===== src/gpd_pkg.sv =====
`default_nettype none

package gpd_pkg;

   // Field width of the operands and results on the ports.
   localparam int GPD_DATA_BITS = 64;

   // Default polynomial width handled by the cell row.
   localparam int GPD_WIDTH = 64;

   // Input transfer: dividend and divisor polynomials.
   typedef struct packed {
      logic [GPD_DATA_BITS-1:0] dividend;
      logic [GPD_DATA_BITS-1:0] divisor;
   } req_payload_type;

   // Result transfer: quotient, remainder and the zero divisor flag.
   typedef struct packed {
      logic [GPD_DATA_BITS-1:0] quotient;
      logic [GPD_DATA_BITS-1:0] remainder;
      logic                     divide_by_zero;
   } rsp_payload_type;

   // Control broadcast from the sequencer to every cell.
   typedef struct packed {
      logic load;  // take new operand bits
      logic norm;  // shift the divisor one place toward the top
      logic step;  // one division step: conditional XOR, then shift down
      logic hit;   // the remainder bit under the divisor's leading one is set
   } gpd_ctrl_type;

endpackage

`default_nettype wire


===== src/gf2_polynomial_divider.sv =====
`default_nettype none

// Carry-less (GF(2)) polynomial divider.
// An item is transferred in at a rising edge with start high and busy low;
// req_data carries the dividend and divisor, of which the low WIDTH bits are used.
// The result shows on rsp_data for exactly one cycle, marked by rsp_strobe, and
// the receiver has no way to hold it off; it must take it in that cycle.
// After the accepting edge the row first shifts the divisor up until its leading one
// sits in the top cell; then each cycle of the division phase retires one quotient
// bit, and last comes the result cycle.
// A zero divisor gives its result (flag set, quotient zero, remainder equal to
// the dividend) in the cycle right after the accepting edge.
// busy is low again in the result cycle, so the next item may be taken at the
// edge that ends it; no new item is taken while one is in progress.
// The single row of WIDTH cells moves the divisor one place per cycle, up until
// its leading one is in the top cell, then down in the division phase.
// Reset clears the sequencer to idle and drops any item in progress; no result
// is given for it.

module gf2_polynomial_divider
   import gpd_pkg::*;
#(
   parameter int WIDTH = GPD_WIDTH
)
(
   input  wire logic            clock,
   input  wire logic            reset,
   input  wire logic            start,
   output logic                 busy,
   input  wire req_payload_type req_data,
   output logic                 rsp_strobe,
   output rsp_payload_type      rsp_data
);

   localparam int CNT_BITS = $clog2(WIDTH);

   typedef enum logic [3:0] {
      ST_IDLE = 4'b0001,
      ST_NORM = 4'b0010,
      ST_DIV  = 4'b0100,
      ST_DONE = 4'b1000
   } state_type;

   state_type            state_ff, state_in;
   logic [CNT_BITS-1:0]  cnt_ff, cnt_in;
   logic [WIDTH-1:0]     q_ff, q_in;
   logic                 dbz_ff, dbz_in;

   logic [WIDTH-1:0]     r_vec, d_vec, m_vec;
   logic [WIDTH-1:0]     d_lo_vec, d_hi_vec, m_hi_vec;
   logic [WIDTH-1:0]     load_r_vec, load_d_vec, load_m_vec;
   logic                 accept;
   logic                 den_zero;
   gpd_ctrl_type         ctrl;

   // Operand bits for the cell row and the neighbor connections.
   assign load_r_vec = req_data.dividend[WIDTH-1:0];
   assign load_d_vec = req_data.divisor[WIDTH-1:0];
   assign load_m_vec = {1'b1, {(WIDTH-1){1'b0}}};
   assign d_lo_vec   = {d_vec[WIDTH-2:0], 1'b0};
   assign d_hi_vec   = {1'b0, d_vec[WIDTH-1:1]};
   assign m_hi_vec   = {1'b0, m_vec[WIDTH-1:1]};
   assign den_zero   = (load_d_vec == '0);

   assign busy   = ~(state_ff == ST_IDLE || state_ff == ST_DONE);
   assign accept = start & ~busy;

   // The row of cells.
   for (genvar i = 0; i < WIDTH; i++) begin : g_cell
      gpd_cell u_cell (
         .clock     (clock),
         .ctrl      (ctrl),
         .load_r    (load_r_vec[i]),
         .load_d    (load_d_vec[i]),
         .load_m    (load_m_vec[i]),
         .d_from_lo (d_lo_vec[i]),
         .d_from_hi (d_hi_vec[i]),
         .m_from_hi (m_hi_vec[i]),
         .r_out     (r_vec[i]),
         .d_out     (d_vec[i]),
         .m_out     (m_vec[i])
      );
   end

   // Sequencer: normalize the divisor, then retire one quotient bit per cycle.
   always_comb begin
      state_in  = state_ff;
      cnt_in    = cnt_ff;
      q_in      = q_ff;
      dbz_in    = dbz_ff;
      ctrl.load = 1'b0;
      ctrl.norm = 1'b0;
      ctrl.step = 1'b0;
      ctrl.hit  = |(r_vec & m_vec);
      unique case (state_ff)
         ST_IDLE, ST_DONE: begin
            state_in = ST_IDLE;
            if (accept) begin
               ctrl.load = 1'b1;
               cnt_in    = '0;
               q_in      = '0;
               dbz_in    = den_zero;
               state_in  = den_zero ? ST_DONE : ST_NORM;
            end
         end
         ST_NORM: begin
            if (d_vec[WIDTH-1]) begin
               state_in = ST_DIV;
            end else begin
               ctrl.norm = 1'b1;
               cnt_in    = cnt_ff + CNT_BITS'(1);
            end
         end
         ST_DIV: begin
            ctrl.step = 1'b1;
            q_in      = {q_ff[WIDTH-2:0], ctrl.hit};
            if (cnt_ff == '0) begin
               state_in = ST_DONE;
            end else begin
               cnt_in = cnt_ff - CNT_BITS'(1);
            end
         end
         default: begin
            state_in = ST_IDLE;
         end
      endcase
   end

   always_ff @(posedge clock) begin
      if (reset) begin
         state_ff <= ST_IDLE;
      end else begin
         state_ff <= state_in;
      end
   end

   always_ff @(posedge clock) begin
      cnt_ff <= cnt_in;
      q_ff   <= q_in;
      dbz_ff <= dbz_in;
   end

   // Result transfer, widened to the port width.
   always_comb begin
      rsp_data                     = '0;
      rsp_data.quotient[WIDTH-1:0]  = q_ff;
      rsp_data.remainder[WIDTH-1:0] = r_vec;
      rsp_data.divide_by_zero      = dbz_ff;
   end

   assign rsp_strobe = (state_ff == ST_DONE);

endmodule

`default_nettype wire


===== src/gpd_cell.sv =====
`default_nettype none

module gpd_cell
   import gpd_pkg::*;
(
   input  wire logic         clock,
   input  wire gpd_ctrl_type ctrl,
   input  wire logic         load_r,
   input  wire logic         load_d,
   input  wire logic         load_m,
   input  wire logic         d_from_lo,
   input  wire logic         d_from_hi,
   input  wire logic         m_from_hi,
   output logic              r_out,
   output logic              d_out,
   output logic              m_out
);

   // One bit each of the remainder, the aligned divisor and the alignment marker.
   logic r_ff, r_in;
   logic d_ff, d_in;
   logic m_ff, m_in;

   // Next-state logic of the cell.
   always_comb begin
      r_in = r_ff;
      d_in = d_ff;
      m_in = m_ff;
      if (ctrl.load) begin
         r_in = load_r;
         d_in = load_d;
         m_in = load_m;
      end else if (ctrl.norm) begin
         d_in = d_from_lo;
      end else if (ctrl.step) begin
         r_in = r_ff ^ (ctrl.hit & d_ff);
         d_in = d_from_hi;
         m_in = m_from_hi;
      end
   end

   always_ff @(posedge clock) begin
      r_ff <= r_in;
      d_ff <= d_in;
      m_ff <= m_in;
   end

   assign r_out = r_ff;
   assign d_out = d_ff;
   assign m_out = m_ff;

endmodule

`default_nettype wire


===== config.mk =====
export PLATFORM = sky130hd
export DESIGN_NAME = gf2_polynomial_divider
export DESIGN_NICKNAME = d
export VERILOG_FILES = /design/src/gpd_pkg.sv /design/src/gf2_polynomial_divider.sv /design/src/gpd_cell.sv
export SDC_FILE = /design/constraint.sdc
export NUM_CORES = 1
export LEC_CHECK = 0
export BUFFER_PORTS_ARGS = -buffer_cell sky130_fd_sc_hd__buf_2
export CAP_MARGIN = 20
export CORE_MARGIN = 2
export CORE_UTILIZATION = 30
export CTS_CLUSTER_DIAMETER = 80
export DETAILED_ROUTE_END_ITERATION = 8
export PLACE_DENSITY_LB_ADDON = 0.05
export SKIP_CTS_REPAIR_TIMING = 1
export SLEW_MARGIN = 20
export SYNTH_ARGS = -nofsm -noshare
export SYNTH_HDL_FRONTEND = slang
export SYNTH_SLANG_ARGS = --single-unit

===== constraint.sdc =====
create_clock -name clock -period 2.9 [get_ports clock]
set_clock_uncertainty 0.05 [all_clocks]
set_input_delay 0.435 -clock clock [delete_from_list [all_inputs] [get_ports clock]]
set_output_delay 0.435 -clock clock [all_outputs]
set_load 0.02 [all_outputs]

=== Word level (Yosys, flattened, before mapping) ===
Index checks and enable logic that the tools add are counted.

* Add/sub/neg operators: 2
* Equality and inequality tests: 10
* Mux-type cells: 400
* Bitwise logic cells: 132
* Reductions and logical operators: 15

{| class="wikitable"
|+ Operators by type and width
! cell !! number
|-
| $mux W1 || 389
|-
| $pmux W64 S2 || 1
|-
| $and A1 B1 Y1 || 65
|-
| $and A64 B64 Y64 || 1
|-
| $logic_not A64 Y1 || 1
|-
| $mux W64 || 1
|-
| $reduce_or A64 Y1 || 1
|-
| $xor A1 B1 Y1 || 64
|-
| $mux W6 || 3
|-
| $pmux W6 S3 || 1
|-
| $mux W4 || 4
|-
| $pmux W4 S3 || 1
|-
| $reduce_and A2 Y1 || 5
|-
| $ne A2 B2 Y1 const B || 4
|-
| $add A6 B1 Y6 const B || 1
|-
| $logic_not A6 Y1 || 1
|-
| $reduce_bool A3 Y1 || 2
|-
| $sub A6 B1 Y6 const B || 1
|-
| $eq A4 B1 Y1 const B || 1
|-
| $eq A4 B2 Y1 const B || 1
|-
| $eq A4 B3 Y1 const B || 1
|-
| $eq A4 B4 Y1 const B || 1
|-
| $ne A2 B1 Y1 const B || 2
|-
| $reduce_and A4 Y1 || 1
|-
| other kinds (4) || 6
|}

* Register bits: 267
* Output and inout bits: 131

=== Longest topological paths before layout ===
Gate-level depths: netlist (run 1).

* Depth in word-level cells: 7
* Depth in mapped cells: 9

=== Modules after synthesis ===
Synthesis (run 1) repeated with hierarchy kept, for this count alone.

* Cell total of the unflattened synthesis: 1152
* Area total of the unflattened synthesis: 14258.7 µm²

{| class="wikitable"
|+ Modules (own cells, without submodules)
! module !! instances !! cells each !! area an instance (µm²) !! seq. area each (µm²)
|-
| gpd_cell || 64 || 14 || 168.9 || 90.1
|-
| gf2_polynomial_divider || 1 || 256 || 3448.3 || 2212.1
|}

=== Least setup slack after synthesis (run 1) ===
Ideal clock, no wire load.

* Path type: register -> register
* From: register state_ff[3]
* To: register g_cell[0].u_cell.d_ff, enable pin
* Setup time: 424 ps
* Data arrival time: 2612 ps
* Path slack: -187 ps
* Stages on the path, launching flop included: 4
* Buffers on the path: 1
* Cell sequence: dfxtp_1 -> nor4b_2 -> clkbuf_1 -> or3_1

* Cells in the longest elaborated chain, start to end: 6

{| class="wikitable"
|+ RTL lines
! element !! line !! text
|-
| start, declared || gf2_polynomial_divider.sv:44 || <nowiki>state_type state_ff, state_in;</nowiki>
|-
| start signal, assigned || gf2_polynomial_divider.sv:133 || <nowiki>state_ff <= state_in;</nowiki>
|-
| $eq A4 B1 Y1 / $eq A4 B4 Y1 (equally long branches) || gf2_polynomial_divider.sv:65, gf2_polynomial_divider.sv:95 ||
|-
| $logic_or A1 B1 Y1 || gf2_polynomial_divider.sv:65 || <nowiki>assign busy = ~(state_ff == ST_IDLE || state_ff == ST_DONE);</nowiki>
|-
| $and A1 B1 Y1 || gf2_polynomial_divider.sv:66 || <nowiki>assign accept = start & ~busy;</nowiki>
|-
| $mux W1 || gf2_polynomial_divider.sv:98 || <nowiki>if (accept) begin</nowiki>
|-
| $mux W1 || gf2_polynomial_divider.sv:95 || <nowiki>unique case (state_ff)</nowiki>
|-
| $reduce_bool A3 Y1 (no source line) * || n/a ||
|-
| end signal, assigned || gpd_cell.sv:44 || <nowiki>d_ff <= d_in;</nowiki>
|-
| end, declared || gpd_cell.sv:21 || <nowiki>logic d_ff, d_in;</nowiki>
|}

Every way passes the cells marked *; elsewhere a longest branch is shown, timed or not.
A chain may end at the register's enable or synchronous reset.

=== Final worst setup path (run 1) ===
* From: register g_cell[30].u_cell.r_ff
* To: register g_cell[16].u_cell.r_ff (data pin)

* Cells in the longest elaborated chain, start to end: 7

{| class="wikitable"
|+ RTL lines
! element !! line !! text
|-
| start, declared || gpd_cell.sv:20 || <nowiki>logic r_ff, r_in;</nowiki>
|-
| start signal, assigned || gpd_cell.sv:43 || <nowiki>r_ff <= r_in;</nowiki>
|-
| $and A64 B64 Y64 || gf2_polynomial_divider.sv:94 || <nowiki>ctrl.hit = |(r_vec & m_vec);</nowiki>
|-
| $reduce_or A64 Y1 || gf2_polynomial_divider.sv:94 ||
|-
| $and A1 B1 Y1 || gpd_cell.sv:36 || <nowiki>r_in = r_ff ^ (ctrl.hit & d_ff);</nowiki>
|-
| $xor A1 B1 Y1 || gpd_cell.sv:36 ||
|-
| $mux W1 || gpd_cell.sv:35 || <nowiki>end else if (ctrl.step) begin</nowiki>
|-
| $mux W1 || gpd_cell.sv:33 || <nowiki>end else if (ctrl.norm) begin</nowiki>
|-
| $mux W1 || gpd_cell.sv:29 || <nowiki>if (ctrl.load) begin</nowiki>
|-
| named net g_cell[16].u_cell.r_in || gpd_cell.sv:20 ||
|-
| end signal, assigned || gpd_cell.sv:43 ||
|-
| end, declared || gpd_cell.sv:20 ||
|}

The timed path passes the listed nets, and every way through them passes these cells. The select of a mux whose other input is x is not followed.

==> metrics.md, run 1 <==
| Metric | Value |
|---|---|
| Sequential cell area fraction in the yosys report | `56.5%` |
| Vias per std cell | `4.91` |
| Total wire length | `43.8 mm` |
| Placed cell count | `2,083` |
| Hold WC Path Type | `in -> reg` |
| CP Data Required Time | `3.11 ns` |
| Final Setup Violations | `0` |
| HPWL Detailed | `31.6 mm` |
| Clock power frac | `41.0%` |
| Synthesized area | `13,000 sq um` |
| Post-synth ARST share | `0%` |
| Starting Density | `30.3%` |
| Reg2Reg Depth | `8` |
| Post-DRT Antenna Nets | `0` |
| Syn Area/Cell | `9.56 sq um` |
| Routability cong. | `0.776` |
| Worst-path fanout max | `46` |
| Worst slew margin | `50.9%` |
| # clock sinks | `267` |
| Sw Ratio | `27.7%` |
| Post-Synthesis Cells | `1,359` |
| CTS max path bufs | `3` |
| Leak | `5.96 nW` |
| P_int | `7.65 mW` |
| Critical path depth in cells | `8` |
| Critical path class | `reg -> reg` |
| Die Width | `212 um` |
| Area share of the largest cell type after synthesis | `46.0%` |
| Max Cap Viol | `0` |
| Seq pwr share | `45.1%` |
| Register clock-pin slew on the reported worst setup and hold paths | `0.05 ns` |
| Clock tree root buffer cell | `clkbuf_16` |
| Initial antenna violation count | `2` |
| First-pass GRT wire length | `63.3 mm` |
| Flops & latches, synth | `267` |
| Hold_sp | `reset` |
| Crit path DAT | `2.94 ns` |
| Crit-path cells | `a22o_1, a221oi_1, nand4_1, nor4_4, buf_4, buf_6, or3_1, a31oi_1` |
| Final core occ | `36.6%` |
| P_sw | `2.93 mW` |
| Largest net degree at the start of global routing | `111` |
| Fmax | `366 MHz` |
| Crit path buf inv count | `2` |
| Most common cell after layout, fill and taps aside | `buf_2` |
| # DRC | `0` |
| Core Footprint | `42,900 sq um` |
| Non-Filler Instances | `2,148` |
| Crit. Startpoint | `g_cell[30].u_cell.r_out$_DFFE_PP_` |
| Die ar. | `45,000 sq um` |
| Tmin final | `2.73 ns` |
| Syn-to-layout area delta | `20.7%` |
| Ratio of cells with drive above 1 in the final layout | `22.6%` |
| Yosys top cell by area | `edfxtp_1` |
| Synth cell types | `45` |
| Post-route total power | `10.6 mW` |
| Worst-Margin Slew | `0.730 ns` |
| CTS Buf Count | `35` |
| Part of the power in combinational logic | `13.8%` |
| Final Hold Viols | `0` |
| Vias in the first global route | `9,928` |
| Top Ports | `262` |
| TritonCTS clock tree | `yes` |
| Most frequent cells in the layout | `buf_2, edfxtp_1, nand2_1, nor2_1, a21oi_1` |
| N_diodes | `0` |
| Drt first pass iters | `5` |
| Chip height | `212 um` |
| IR Drop Worst-Case VDD | `294 uV` |
| PwrDens | `674 nW/um^2` |
| Setup crit end kind | `flip-flop` |
| Critical-path top delay cell | `edfxtp_1` |
| Clk_lat worst skew | `0.54 ns` |
| Pins Over Slew Limit | `0` |
| Htree depth | `2` |
| Post-Route Setup TNS | `0 ns` |
| Total vias in the final route | `10,600` |
| Yosys warns | `0` |
| Outcome | `complete, no violations` |
| Number of cell rows | `76` |
| Total GRT Usage | `19.1%` |
| Reg2reg start | `g_cell[30].u_cell.r_out$_DFFE_PP_` |
| Hold path depth | `2` |
| Synth top area cells | `edfxtp_1, dfxtp_1, nand2_1` |
| CP top delay family | `simple AND/OR/NAND/NOR gates` |
| CP peak stage delay | `0.50 ns` |
| Tcrit/Tclk final | `94.2%` |
| Post-DR wirelength/cell | `20.4 um` |
| Overflow after GRT | `0` |
| Synthesized net count | `1,491` |
| Top_reg_cell synth | `edfxtp_1` |
| Post-synth EDFFs | `199` |
| IO Port Bufs | `261` |
| Final net count | `1,670` |
| DR iter-0 viols | `756` |
| Startpoint types | `flip-flop` |
## path summary, 6_finish.rpt
| path | to | slack, ns |
|---|---|---|
| max | g_cell[16].u_cell.r_out$_DFFE_PP_ | 0.17 |
| min | state_ff[2]$_SDFFE_PP0P_ | 0.05 |
| max reg2reg | g_cell[16].u_cell.r_out$_DFFE_PP_ | 0.17 |
| min reg2reg | g_cell[0].u_cell.m_out$_SDFFE_PP0P_ | 0.41 |
## metal layers
layer,GRT usage [%],routed length [um]
met3,4.28,2480
met2,30.9,20400
met5,0,21
met4,5.10,933
met1,25.7,20000
## cell type report
type	count	area, sq um
flip-flops and latches	267	7340
inverters	66	250
multi-input cells	874	4520
clock inverters	8	115
repair buffers	294	1730
clock buffers	54	1010
fillers	4389	27200
well taps	585	732
## state kept, by name, summed over array words and instances (netlist names)
name,count
dbz_ff,1
g_cell.u_cell.d_out,64
g_cell.u_cell.m_out,64
q_ff,64
cnt_ff,6
g_cell.u_cell.r_out,64
state_ff,4
## power groups by stage
| stage | combinational [mW] | clock (mW) | sequential, mW |
|---|---|---|---|
| floorplan | 0.986 | 0 | 4.78 |
| global placement | 1.45 | 0 | 4.86 |
| detailed placement | 1.46 | 0 | 4.86 |
| CTS | 1.47 | 4.48 | 4.78 |
| global route | 1.63 | 4.61 | 4.81 |
| finish | 1.46 | 4.34 | 4.78 |
## logic make-up (layout without fill, tap and decap cells)
family / after synthesis / count (layout) / synth area share, %
simple gates: 506 / 506 / 18.1
fa+ha+maj: 1 / 1 / 0.0963
buf+inv: 218 / 422 / 9.10
flops: 267 / 267 / 56.5
compound gates: 359 / 359 / 15.7
mux: 4 / 4 / 0.308
xor+xnor: 4 / 4 / 0.270
## cells in the mapped netlist (25+ instances only)
| library cell | instances |
|---|---|
| nand2_1 | 201 |
| edfxtp_1 | 199 |
| nor2_1 | 135 |
| a21oi_1 | 127 |
| o21ai_0 | 105 |
| dfxtp_1 | 68 |
| buf_4 | 67 |
| inv_1 | 66 |
| a31oi_1 | 64 |
| or3_1 | 64 |
| and2_1 | 63 |
| clkbuf_1 | 51 |
| o21ai_1 | 25 |
## stage by stage
step / area (sq um) / hold slack (ns) / setup slack (ns)
CTS: 15700 / 0.0251 / 0.0324
floorplan: 13000 / 0.385 / -0.139
global route: 15700 / 0.0615 / -0.0118
detailed placement: 14500 / 0.407 / 0.0438
finish: 15700 / 0.0513 / 0.169
global placement: 14500 / 0.404 / 0.0703
(Power assumes the default switching activity.)
==> inputs of run 2 (changes only) <==
--- a/config.mk
+++ b/config.mk
@@ -7,6 +7,7 @@
 export LEC_CHECK = 0
 export BUFFER_PORTS_ARGS = -buffer_cell sky130_fd_sc_hd__buf_2
 export CAP_MARGIN = 20
+export CORE_ASPECT_RATIO = 0.8
 export CORE_MARGIN = 2
 export CORE_UTILIZATION = 30
 export CTS_CLUSTER_DIAMETER = 80
==> run 2 against run 1 <==
Compared with the run above: register-to-register slack improved by 0.02 ns; combinational power about the same; first-iteration DRC count increased by 17%; die area about the same; count of clock-buffer cells in the layout unchanged; largest power group unchanged; highest routed layer is now met4.
==> metrics.md, run 2 (synthesis gave the netlist of run 1 again) <==
| Metric | Value |
|---|---|
| Outcome | `complete, no violations` |
| Post-DR wirelength/cell | `21.2 um` |
| Crit-path cells | `a22o_1, a221oi_1, nand4_1, nor4_4, buf_12, buf_12, or3_1, a31oi_1` |
| Total wire length | `45.1 mm` |
| Initial antenna violation count | `1` |
| Crit. Startpoint | `g_cell[30].u_cell.r_out$_DFFE_PP_` |
| Final core occ | `36.2%` |
| Fill cell count | `4,434` |
| IR Drop Worst-Case VDD | `313 uV` |
| Sw Ratio | `28.6%` |
| Seq pwr share | `46.3%` |
| First-pass GRT wire length | `65.0 mm` |
| Vias per std cell | `4.96` |
| Most frequent cells in the layout | `buf_2, edfxtp_1, nand2_1, nor2_1, a21oi_1` |
| CTS max path bufs | `3` |
| Post-Place Worst Slack | `0.198 ns` |
| Drt first pass iters | `5` |
| Hold_sp | `reset` |
| Clock power frac | `39.5%` |
| Final setup margin | `0.184 ns` |
| Tmin final | `2.72 ns` |
| Overflow after GRT | `0` |
| Clock tree root buffer cell | `clkbuf_16` |
| Final net count | `1,668` |
| Register clock-pin slew on the reported worst setup and hold paths | `0.06 ns` |
| Hold WC Path Type | `in -> reg` |
| Part of the power in combinational logic | `14.3%` |
| TritonCTS clock tree | `yes` |
| P_sw | `2.95 mW` |
| Setup crit end kind | `flip-flop` |
| Reg2reg start | `g_cell[30].u_cell.r_out$_DFFE_PP_` |
| PwrDens | `665 nW/um^2` |
| Clk_lat worst skew | `0.53 ns` |
| Crit path DAT | `2.93 ns` |
| CP Data Required Time | `3.11 ns` |
| CP top delay family | `compound AO/OA/AOI/OAI gates` |
| Max Cap Viol | `0` |
| Vias in the first global route | `9,751` |
| Number of cell rows | `68` |
| Critical-path top delay cell | `edfxtp_1` |
| Crit path buf inv count | `2` |
| Post-DRT Antenna Nets | `0` |
| Unrepaired setup endpoints after global routing | `no` |
| Total GRT Usage | `19.5%` |
| Worst slew margin | `51.8%` |
| Top Ports | `262` |
| Leak | `5.92 nW` |
| CP peak stage delay | `0.49 ns` |
| Die Width | `237 um` |
| Htree depth | `2` |
| Non-Filler Instances | `2,122` |
| Critical path class | `reg -> reg` |
| Core Footprint | `43,000 sq um` |
| CTS Buf Count | `34` |
| Worst-path fanout max | `46` |
| Area occupied by multi-input gates | `4520 sq um` |
| IO Port Bufs | `261` |
| Largest net degree at the start of global routing | `75` |
| DR iter-0 viols | `888` |
| Final Hold Viols | `0` |
| Syn-to-layout area delta | `19.7%` |
| Routability cong. | `0.787` |
| Pins Over Slew Limit | `0` |
| Register Area | `7340 sq um` |
| Total vias in the final route | `10,500` |
| Fmax | `368 MHz` |
| P_int | `7.39 mW` |
| Most common cell after layout, fill and taps aside | `buf_2` |
| # DRC | `0` |
| Die ar. | `45,000 sq um` |
| Starting Density | `30.2%` |
| Final Setup Violations | `0` |
| Startpoint types | `flip-flop` |
| Worst-Margin Slew | `0.723 ns` |
| Chip height | `190 um` |
| # clock sinks | `267` |
| Placed cell count | `2,060` |
| HPWL Detailed | `33.1 mm` |
| Post-Route Setup TNS | `0 ns` |
| Ratio of cells with drive above 1 in the final layout | `22.5%` |
| Tcrit/Tclk final | `93.6%` |
| Most frequent CP cell | `buf_12` |
[run 2: changes by cell type in the layout (fill, tap and decap cells not counted), sizes merged]
cell      delta
clkbuf       -1
diode        +1
bufinv       -3
clkinv       +3
clkinvlp     -1
[run 2: power by group through the flow]
stage	clock (mW)	sequential, mW	combinational, mW
finish	4.08	4.79	1.47
detailed placement	0	4.87	1.49
global route	4.33	4.82	1.62
global placement	0	4.87	1.48
floorplan	0	4.78	0.986
CTS	4.20	4.79	1.49
[run 2: worst paths after layout]
check	end	slack [ns]	depth (start not counted)
worst max-delay path	g_cell[7].u_cell.r_out$_DFFE_PP_	0.18	8
worst min-delay path	state_ff[2]$_SDFFE_PP0P_	0.07	2
worst max register to register	g_cell[7].u_cell.r_out$_DFFE_PP_	0.18	8
worst min register to register	g_cell[4].u_cell.m_out$_SDFFE_PP0P_	0.42	2
[run 2: cell type report]
class,count,area share [%]
repair buffers,293,10.9
clock inverters,7,0.225
clock buffers,54,6.51
diodes,1,0.0161
flip-flops and latches,267,47.2
inverters,66,1.62
multi-input cells,874,29.1
well taps,560,4.50
[run 2: through the flow]
stage,area [sq um],hold WS [ns],power (mW)
floorplan,13000,0.385,5.76
finish,15600,0.0677,10.3
detailed placement,14500,0.412,6.36
global placement,14500,0.411,6.35
global route,15600,0.0694,10.8
CTS,15600,0.0526,10.5
[run 2: per-layer routing]
| metal | wire (um) | global-route usage, % | vias to the layer above |
|---|---|---|---|
| li1 | - | - | 5106 |
| met1 | 22600 | 29.8 | 5068 |
| met2 | 19400 | 28.5 | 300 |
| met3 | 2220 | 2.95 | 51 |
| met4 | 896 | 5.01 | 0 |
| met5 | 0 | 0 | - |
==> inputs of run 3 (changes only) <==
==> constraint.sdc (replaced) <==
create_clock -name clock -period 3.3 [get_ports clock]
set_clock_uncertainty 0.05 [all_clocks]
set_input_delay 0.495 -clock clock [delete_from_list [all_inputs] [get_ports clock]]
set_output_delay 0.495 -clock clock [all_outputs]
set_load 0.02 [all_outputs]
==> run 3 against run 2 <==
Compared with the run above: power fell by 13%; cell area shrank 1.1%; final cell count shrank 0.85%; count of clock-buffer cells in the layout fell by 7; sequential share of layout area rose by 0.54 points; fmax decreased by 5.4%; critical path depth down 1; die area is the same; global-route usage is 0.23 points lower; utilization down 0.41 points; critical endpoint is now g_cell[17].u_cell.r_out$_DFFE_PP_; highest routed layer unchanged.
==> metrics.md, run 3 (synthesis gave the netlist of run 1 again) <==
| Metric | Value |
|---|---|
| Clk_lat worst skew | `0.58 ns` |
| DR iter-0 viols | `895` |
| Overflow after GRT | `0` |
| Clock tree root buffer cell | `clkbuf_16` |
| Die ar. | `45,000 sq um` |
| Pins Over Slew Limit | `0` |
| PwrDens | `587 nW/um^2` |
| Total GRT Usage | `19.3%` |
| Most common cell after layout, fill and taps aside | `buf_2` |
| Placed Area | `14,300 sq um` |
| First-pass GRT wire length | `64.8 mm` |
| # DRC | `0` |
| Ratio of cells with drive above 1 in the final layout | `21.9%` |
| Most frequent cells in the layout | `buf_2, edfxtp_1, nand2_1, nor2_1, a21oi_1` |
| Placed cell count | `2,045` |
| Chip height | `190 um` |
| Fmax | `348 MHz` |
| Largest net degree at the start of global routing | `193` |
| Leak | `5.82 nW` |
| Max Cap Viol | `0` |
| Worst slew margin | `42.1%` |
| Total vias in the final route | `10,500` |
| TritonCTS clock tree | `yes` |
| Crit path buf inv count | `1` |
| Die Width | `237 um` |
| # clock sinks | `267` |
| CTS max path bufs | `3` |
| Starting Density | `30.2%` |
| Setup crit end kind | `flip-flop` |
| Crit path DAT | `3.12 ns` |
| Worst-Margin Slew | `0.868 ns` |
| Outcome | `complete, no violations` |
| CP Data Required Time | `3.55 ns` |
| Post-DR wirelength/cell | `21.2 um` |
| CP top delay family | `simple AND/OR/NAND/NOR gates` |
| Non-Filler Instances | `2,104` |
| Register clock-pin slew on the reported worst setup and hold paths | `0.06 ns` |
| Htree depth | `1` |
| Routability cong. | `0.797` |
| Number of cell rows | `68` |
| Worst-path fanout max | `129` |
| Total wire length | `44.5 mm` |
| Finished Cell Area | `15,400 sq um` |
| Drt first pass iters | `5` |
| Hold WC Path Type | `in -> reg` |
| Worst hold slack | `0.0851 ns` |
| HPWL Detailed | `31.9 mm` |
| Post-Route Setup TNS | `0 ns` |
| Final net count | `1,650` |
| Crit-path cells | `a22o_2, a221oi_1, nand4_1, nor4_4, buf_12, or3_2, a31oi_1` |
| Post-DRT Antenna Nets | `0` |
| Initial antenna violation count | `1` |
| Final Setup Violations | `0` |
| Syn-to-layout area delta | `18.4%` |
| IO Port Bufs | `261` |
| Core Footprint | `43,000 sq um` |
| Tmin final | `2.87 ns` |
| Top Ports | `262` |
| Final core occ | `35.8%` |
| Critical-path top delay cell | `edfxtp_1` |
| Vias per std cell | `5.00` |
| CP peak stage delay | `0.48 ns` |
| IR Drop Worst-Case VDD | `406 uV` |
| CTS Buf Count | `31` |
| Tcrit/Tclk final | `87.0%` |
| Final Hold Viols | `0` |
| Vias in the first global route | `9,795` |
| Startpoint types | `flip-flop` |
| Unrepaired setup endpoints after global routing | `no` |
| Critical path class | `reg -> reg` |
run 3: layout make-up:
cell class	instances	area, sq um
multi-input combinational	874	4520
fill	4428	27600
clock inverter	11	130
antenna	1	2.50
clock buffer	47	917
tap	560	701
timing repair buffer	278	1520
inverter	66	253
sequential	267	7340
run 3: worst paths after layout:
kind                                         from                                    to  slack, ns  cells past startpoint
max             g_cell[17].u_cell.r_out$_DFFE_PP_     g_cell[17].u_cell.r_out$_DFFE_PP_       0.43                      7
min                                         reset              state_ff[2]$_SDFFE_PP0P_       0.09                      2
max reg2reg     g_cell[17].u_cell.r_out$_DFFE_PP_     g_cell[17].u_cell.r_out$_DFFE_PP_       0.43                      7
min reg2reg  g_cell[63].u_cell.m_out$_SDFFE_PP1P_  g_cell[63].u_cell.m_out$_SDFFE_PP1P_       0.42                      2
run 3: power breakdown:
group	total, mW	switching, mW	leakage [nW]	internal, mW
Sequential	4.21	0.261	2.48	3.95
Clock	3.58	1.44	0.515	2.14
Combinational	1.24	0.843	2.83	0.399
Total	9.03	2.54	5.82	6.49
run 3: metrics by stage:
step	setup slack, ns	total power, mW
finish	0.430	9.03
global route	0.257	9.41
CTS	0.450	9.13
detailed placement	0.457	5.54
global placement	0.441	5.52
floorplan	0.213	5.07
run 3: metal layers:
metal  vias up  wire length (um)  part of all wire (%)  global-route usage [%]
met4         0               700                   1.6                    3.36
met5         -                 0                     0                       0
met3        42              2740                   6.2                    4.03
met2       283             19400                    44                    28.6
met1      5130             21600                    49                    29.0
li1       5063                 -                     -                       -
run 3: worst register-to-register path, stage by stage, from the launching register on:
cell      delay, ns
edfxtp_1       0.48
a22o_2         0.30
a221oi_1       0.34
nand4_1        0.28
nor4_4         0.36
buf_12         0.42
or3_2          0.29
a31oi_1        0.07
